**src/rtl/core/page_hotness_tracker_top_macros.svh**
```systemverilog
// ---------------------------------------------------------------------------
// Page hotness tracker assertion macros
// Shared concurrent assertion forms, clocked on clk, quiet while in reset.
// ---------------------------------------------------------------------------
`ifndef PAGE_HOTNESS_TRACKER_TOP_MACROS_SVH
`define PAGE_HOTNESS_TRACKER_TOP_MACROS_SVH

// same-cycle implication
`define PHT_ASSERT_NOW(lbl, ante, cons, msg) \
  lbl: assert property (@(posedge clk) disable iff (!rst_n) (ante) |-> (cons)) \
    else $error(msg);

// next-cycle implication
`define PHT_ASSERT_NEXT(lbl, ante, cons, msg) \
  lbl: assert property (@(posedge clk) disable iff (!rst_n) (ante) |=> (cons)) \
    else $error(msg);

`endif

```
**src/rtl/core/pht_pkg.sv**
```systemverilog
// ---------------------------------------------------------------------------
// Page hotness tracker package
// Shared codes, defaults and the item passed from front to back.
// ---------------------------------------------------------------------------
package pht_pkg;

  localparam int PAGES_DEF      = 4096;
  localparam int COUNT_BITS_DEF = 16;

  localparam logic [2:0] CMD_SAMPLE = 3'd0;
  localparam logic [2:0] CMD_ACK    = 3'd1;
  localparam logic [2:0] CMD_MAP    = 3'd2;
  localparam logic [2:0] CMD_REMOVE = 3'd3;
  localparam logic [2:0] CMD_COOL   = 3'd4;

  localparam logic [2:0] ST_NONE      = 3'd0;
  localparam logic [2:0] ST_ZERO_ADDR = 3'd1;
  localparam logic [2:0] ST_UNTRACKED = 3'd2;
  localparam logic [2:0] ST_UNMAPPED  = 3'd3;
  localparam logic [2:0] ST_COUNTED   = 3'd4;

  localparam logic [1:0] REQ_NONE = 2'd0;
  localparam logic [1:0] REQ_HOT  = 2'd1;
  localparam logic [1:0] REQ_COLD = 2'd2;

  localparam logic [1:0] EV_INVALID = 2'd3;

  localparam logic [1:0] CFG_WRITE_LIM = 2'd0;
  localparam logic [1:0] CFG_READ_LIM  = 2'd1;
  localparam logic [1:0] CFG_COOL_LIM  = 2'd2;
  localparam logic [1:0] CFG_MANAGED   = 2'd3;

  localparam logic [15:0] WRITE_LIM_RST = 16'd4;
  localparam logic [15:0] READ_LIM_RST  = 16'd8;
  localparam logic [15:0] COOL_LIM_RST  = 16'd18;
  localparam logic [12:0] MANAGED_RST   = 13'd4096;

  typedef struct packed {
    logic [2:0]  cmd;
    logic [11:0] page;
    logic [1:0]  ev;
    logic        fv;
    logic [2:0]  status;
    logic        rmw;
  } item_t;

endpackage

```
**src/rtl/core/pht_front.sv**
```systemverilog
// ---------------------------------------------------------------------------
// Page hotness tracker front end
// Accept items, classify them and hold them in a two-entry queue.
// ---------------------------------------------------------------------------
module pht_front #(
  parameter int PAGES = pht_pkg::PAGES_DEF
) (
  input  logic            clk,
  input  logic            rst_n,
  input  logic            in_valid,
  output logic            in_ready,
  input  logic [2:0]      cmd,
  input  logic [11:0]     page,
  input  logic [1:0]      ev,
  input  logic            addr_nz,
  input  logic            fv,
  input  logic [12:0]     managed,
  input  logic            clearing,
  output logic            q_valid,
  input  logic            q_ready,
  output pht_pkg::item_t  q_item
);

  pht_pkg::item_t cls;
  pht_pkg::item_t slot_r [2];
  logic           wp_r, wp_nxt, rp_r, rp_nxt;
  logic [1:0]     cnt_r, cnt_nxt;
  logic           tracked, push, pop;

  assign tracked = (32'(page) < PAGES) && ({1'b0, page} < managed);

  // classify: memory access needed only for tracked page work
  always_comb begin
    cls        = '0;
    cls.cmd    = cmd;
    cls.page   = page;
    cls.ev     = ev;
    cls.fv     = fv;
    cls.status = pht_pkg::ST_NONE;
    cls.rmw    = 1'b0;
    unique case (cmd)
      pht_pkg::CMD_SAMPLE: begin
        if (ev == pht_pkg::EV_INVALID) begin
          cls.status = pht_pkg::ST_NONE;
        end else if (!addr_nz) begin
          cls.status = pht_pkg::ST_ZERO_ADDR;
        end else if (!tracked) begin
          cls.status = pht_pkg::ST_UNTRACKED;
        end else begin
          cls.status = pht_pkg::ST_COUNTED;
          cls.rmw    = 1'b1;
        end
      end
      pht_pkg::CMD_ACK, pht_pkg::CMD_MAP, pht_pkg::CMD_REMOVE: begin
        cls.rmw = tracked;
      end
      default: begin
        cls.rmw = 1'b0;
      end
    endcase
  end

  assign in_ready = !clearing && (cnt_r != 2'd2);
  assign push     = in_valid && in_ready;
  assign q_valid  = (cnt_r != 2'd0);
  assign pop      = q_valid && q_ready;
  assign q_item   = slot_r[rp_r];

  always_comb begin
    wp_nxt  = push ? ~wp_r : wp_r;
    rp_nxt  = pop ? ~rp_r : rp_r;
    cnt_nxt = cnt_r + {1'b0, push} - {1'b0, pop};
  end

  always_ff @(posedge clk) begin
    if (!rst_n) begin
      wp_r  <= 1'b0;
      rp_r  <= 1'b0;
      cnt_r <= 2'd0;
    end else begin
      wp_r  <= wp_nxt;
      rp_r  <= rp_nxt;
      cnt_r <= cnt_nxt;
    end
  end

  always_ff @(posedge clk) begin
    if (push) begin
      slot_r[wp_r] <= cls;
    end
  end

endmodule

```
**config.mk**
```make
export PLATFORM = sky130hd
export DESIGN_NAME = pht_front
export DESIGN_NICKNAME = d
export VERILOG_FILES = /design/src/rtl/core/page_hotness_tracker_top_macros.svh /design/src/rtl/core/pht_pkg.sv /design/src/rtl/core/pht_front.sv
export SDC_FILE = /design/constraint.sdc
export NUM_CORES = 1
export LEC_CHECK = 0
export BUFFER_PORTS_ARGS = -buffer_cell sky130_fd_sc_hd__buf_2
export CORE_AREA = 5 5 76 78
export CTS_CLUSTER_SIZE = 14
export DETAILED_ROUTE_END_ITERATION = 10
export DIE_AREA = 0 0 81 83
export PLACE_DENSITY = 0.71
export SLEW_MARGIN = 10
export SYNTH_ARGS = -nofsm -noshare
export SYNTH_HDL_FRONTEND = slang
export SYNTH_SLANG_ARGS = --single-unit
export TNS_END_PERCENT = 20
```
**constraint.sdc**
```tcl
create_clock -name clk -period 2.2 [get_ports clk]
set_clock_uncertainty 0.1 [all_clocks]
set_input_delay 0.44 -clock clk [delete_from_list [all_inputs] [get_ports clk]]
set_output_delay 0.44 -clock clk [all_outputs]
set_load 0.03 [all_outputs]
```
==> out/results.tsv <==
metric	value	unit
Worst path depth	8	
boundary pin count	61	
n_diodes	0	
Worst R2R End	cnt_r[1]$_SDFF_PN0_	
Setup Slack @ Placement	75.78	ps
GPL Wtd Cong	0.7767	
Area Growth Syn to Fin	23.40	%
CTS tree	done	
# port buffers	60	
Die H	83	µm
Residual DRC	0	
DRT Pass-1 Iters	4	
FF-to-FF Start	cnt_r[1]$_SDFF_PN0_	
CTS max path bufs	2	
Seq cells post-synth	49	
YS warnings	0	
Hold-fix buffers, CTS	0	
initial antenna violation count	0	
fmax	518.6	MHz
core region area	5010	µm²
routed length per instance	13.22	µm
crit path capture	cnt_r[1]$_SDFF_PN0_	
Starting Density	43.01	%
max incr delay on CP	350	ps
Synth area leaders	edfxtp_1 61%, mux2_2 11%, ha_1 7.5%	
Final Max Tran Viols	0	
DRT iter0 DRCs	22	
vias in the first global route	1441	
global-route usage over all layers	11.92	%
Root Buffer	clkbuf_8	
critical path required time	2290	ps
top cell types by occurrence after synthesis	44 x edfxtp_1, 22 x mux2_2, 15 x inv_1, 13 x ha_1, 5 x dfxtp_1	
startpoint type of the worst setup path	flip-flop	
Setup CP Type	reg -> reg	
DIE AREA	6723	µm²
max-cap violations	0	
H-tree levels	2	
RSZ-0062 raised after global routing	no	
syn nets	189	
die span in x	81	µm
post-synth top area share	61.32	%
Fin Setup TNS	0	ps
Slew HR	63.30	%
arrival time of the worst setup path	2020	ps
Worst Tran Pin Value	536.6	ps
clock power share	20.3	%
crit path max fanout	4	
Crit-path slowest cell	dfxtp_1	
Sequential Power Share	46.1	%
worst vdd ir	0.4650	mV
ys async rst share	0	%
DR vias/cell	4.732	
nets	259	
Post CTS Setup Buffer Count	0	
Post-synth EDFFs	44	
Yosys cell types	28	
Switch Pwr	810.6	µW
worst reg2reg setup slack	270	ps
crit end category	flip-flop	
GR Overflow Total	0	
ANT nets after route	0	
Cells after Synth	139	
clock transition at the registers of the reported paths	80	ps
Power Internal	1659	µW
Tmin final	1928	ps
critical path launch point	cnt_r[1]$_SDFF_PN0_	
Synth Area per Inst	15.50	µm²
vias	1325	
Power, Total	2469	µW
drt total wl	3701	µm
Net Sw Frac	32.83	%
Min Hold Slack	239.7	ps
dominant cell type by area after synthesis	edfxtp_1	
# rows	26	
# setup viols final	0	
critical path, cell by cell	or2_2 > and2_1 > ha_1 > inv_1 > ha_1 > xnor2_1 > xnor2_1 > and2_1	
Clk Latency, worst-skew pair	290	ps
CTS Buf Count	5	
first-pass GRT wire length	6223	µm
leading register cell type out of synthesis	edfxtp_1	
crit-path leading delay family	simple AND/OR/NAND/NOR gates	
fin util	53.07	%
r2r worst-path depth	8	
proportion of layout cells with a drive suffix above 1	47.14	%
count of clock tree sinks	49	
Fin. Hold Viols	0	
top-count cell post-synth	edfxtp_1	
Hold/Removal Path Class	in -> reg	
final setup margin	271.7	ps
Buffers & Inverters on Critical Path	1	
DPL Wire Length	2782	µm
Resize count post-CTS	0	
Cell Area, Synth	2155	µm²
status	complete, no violations	
Comb pwr share	33.6	%
largest net degree at the start of global routing	23	
fin crit share	87.65	%
register area share after synthesis	65.97	%
leakage power	0.001106	µW
power density cells	928.7	nW/µm²
[how the worst min path moves through the flow]
stage	startpoint	end	slack, ps	cells past startpoint
2_1_floorplan	rp_r$_SDFFE_PN0P_	flip-flop	400	2
3_5_place_dp	rp_r$_SDFFE_PN0P_	rp_r$_SDFFE_PN0P_	430	2
3_3_place_gp	rp_r$_SDFFE_PN0P_	rp_r$_SDFFE_PN0P_	420	2
4_1_cts	fv	slot_r[1][4]$_DFFE_PP_	230	1
5_1_grt	fv	slot_r[0][4]$_DFFE_PP_	230	1
6_report	fv	slot_r[0][4]$_DFFE_PP_	240	1
[placed cells by master, fill, tap and decap left out, drive strengths merged]
cell type / instances
buf: 65
edfxtp: 44
mux2: 22
inv: 15
ha: 13
dfxtp: 5
clkbuf: 5
and2: 4
a21oi: 3
nand2: 3
a211oi: 3
nor2b: 3
xnor2: 3
o21a: 2
o21ai: 2
clkinv: 2
nor2: 2
or3: 2
or2: 1
a211o: 1
nand4b: 1
nand2b: 1
o221ai: 1
a221oi: 1
a2111oi: 1
o21ba: 1
nor3: 1
o21bai: 1
and3: 1
clkinvlp: 1
[power groups by stage]
stage | registers, µW | clock network (µW) | logic, µW
floorplan | 1160 | 0 | 607
global placement | 1160 | 0 | 835
detailed placement | 1160 | 0 | 842
CTS | 1140 | 517 | 846
global route | 1150 | 552 | 906
finish | 1140 | 500 | 830
[layout make-up]
type	count	area (µm²)
Timing Repair Buffer	65	337.8
Multi-Input combinational cell	73	669.4
Sequential cell	49	1421
Tap cell	70	87.58
Clock buffer	5	68.82
Fill cell	467	2351
Inverter	15	56.30
Clock inverter	3	17.52
[state kept, by name, summed over array words and instances (netlist names), named ones only]
name and cells:
slot_r 44, cnt_r 2, rp_r 1, wp_r 1
[cell families after synthesis]
logic type,synth area share (%)
adders and majority gates,7.550
muxes,11.50
xor gates and xnor gates,1.220
DFF,65.97
and+or+nand+nor,5.053
buffers and inverters,3.078
AOI/OAI and AO/OA,5.633
[layer usage]
| layer | GRT usage (%) | part of all wire [%] |
|---|---|---|
| met1 | 13.53 | 42 |
| met2 | 20.69 | 48 |
| met3 | 2.489 | 7.8 |
| met4 | 5.991 | 1.9 |
| met5 | 0 | 0 |
[per-stage QoR]
stage	instances	instance area [µm²]
global placement	272	2572
floorplan	139	2157
finish	280	2659
CTS	280	2659
global route	280	2659
detailed placement	272	2572
(Power assumes the default switching activity.)
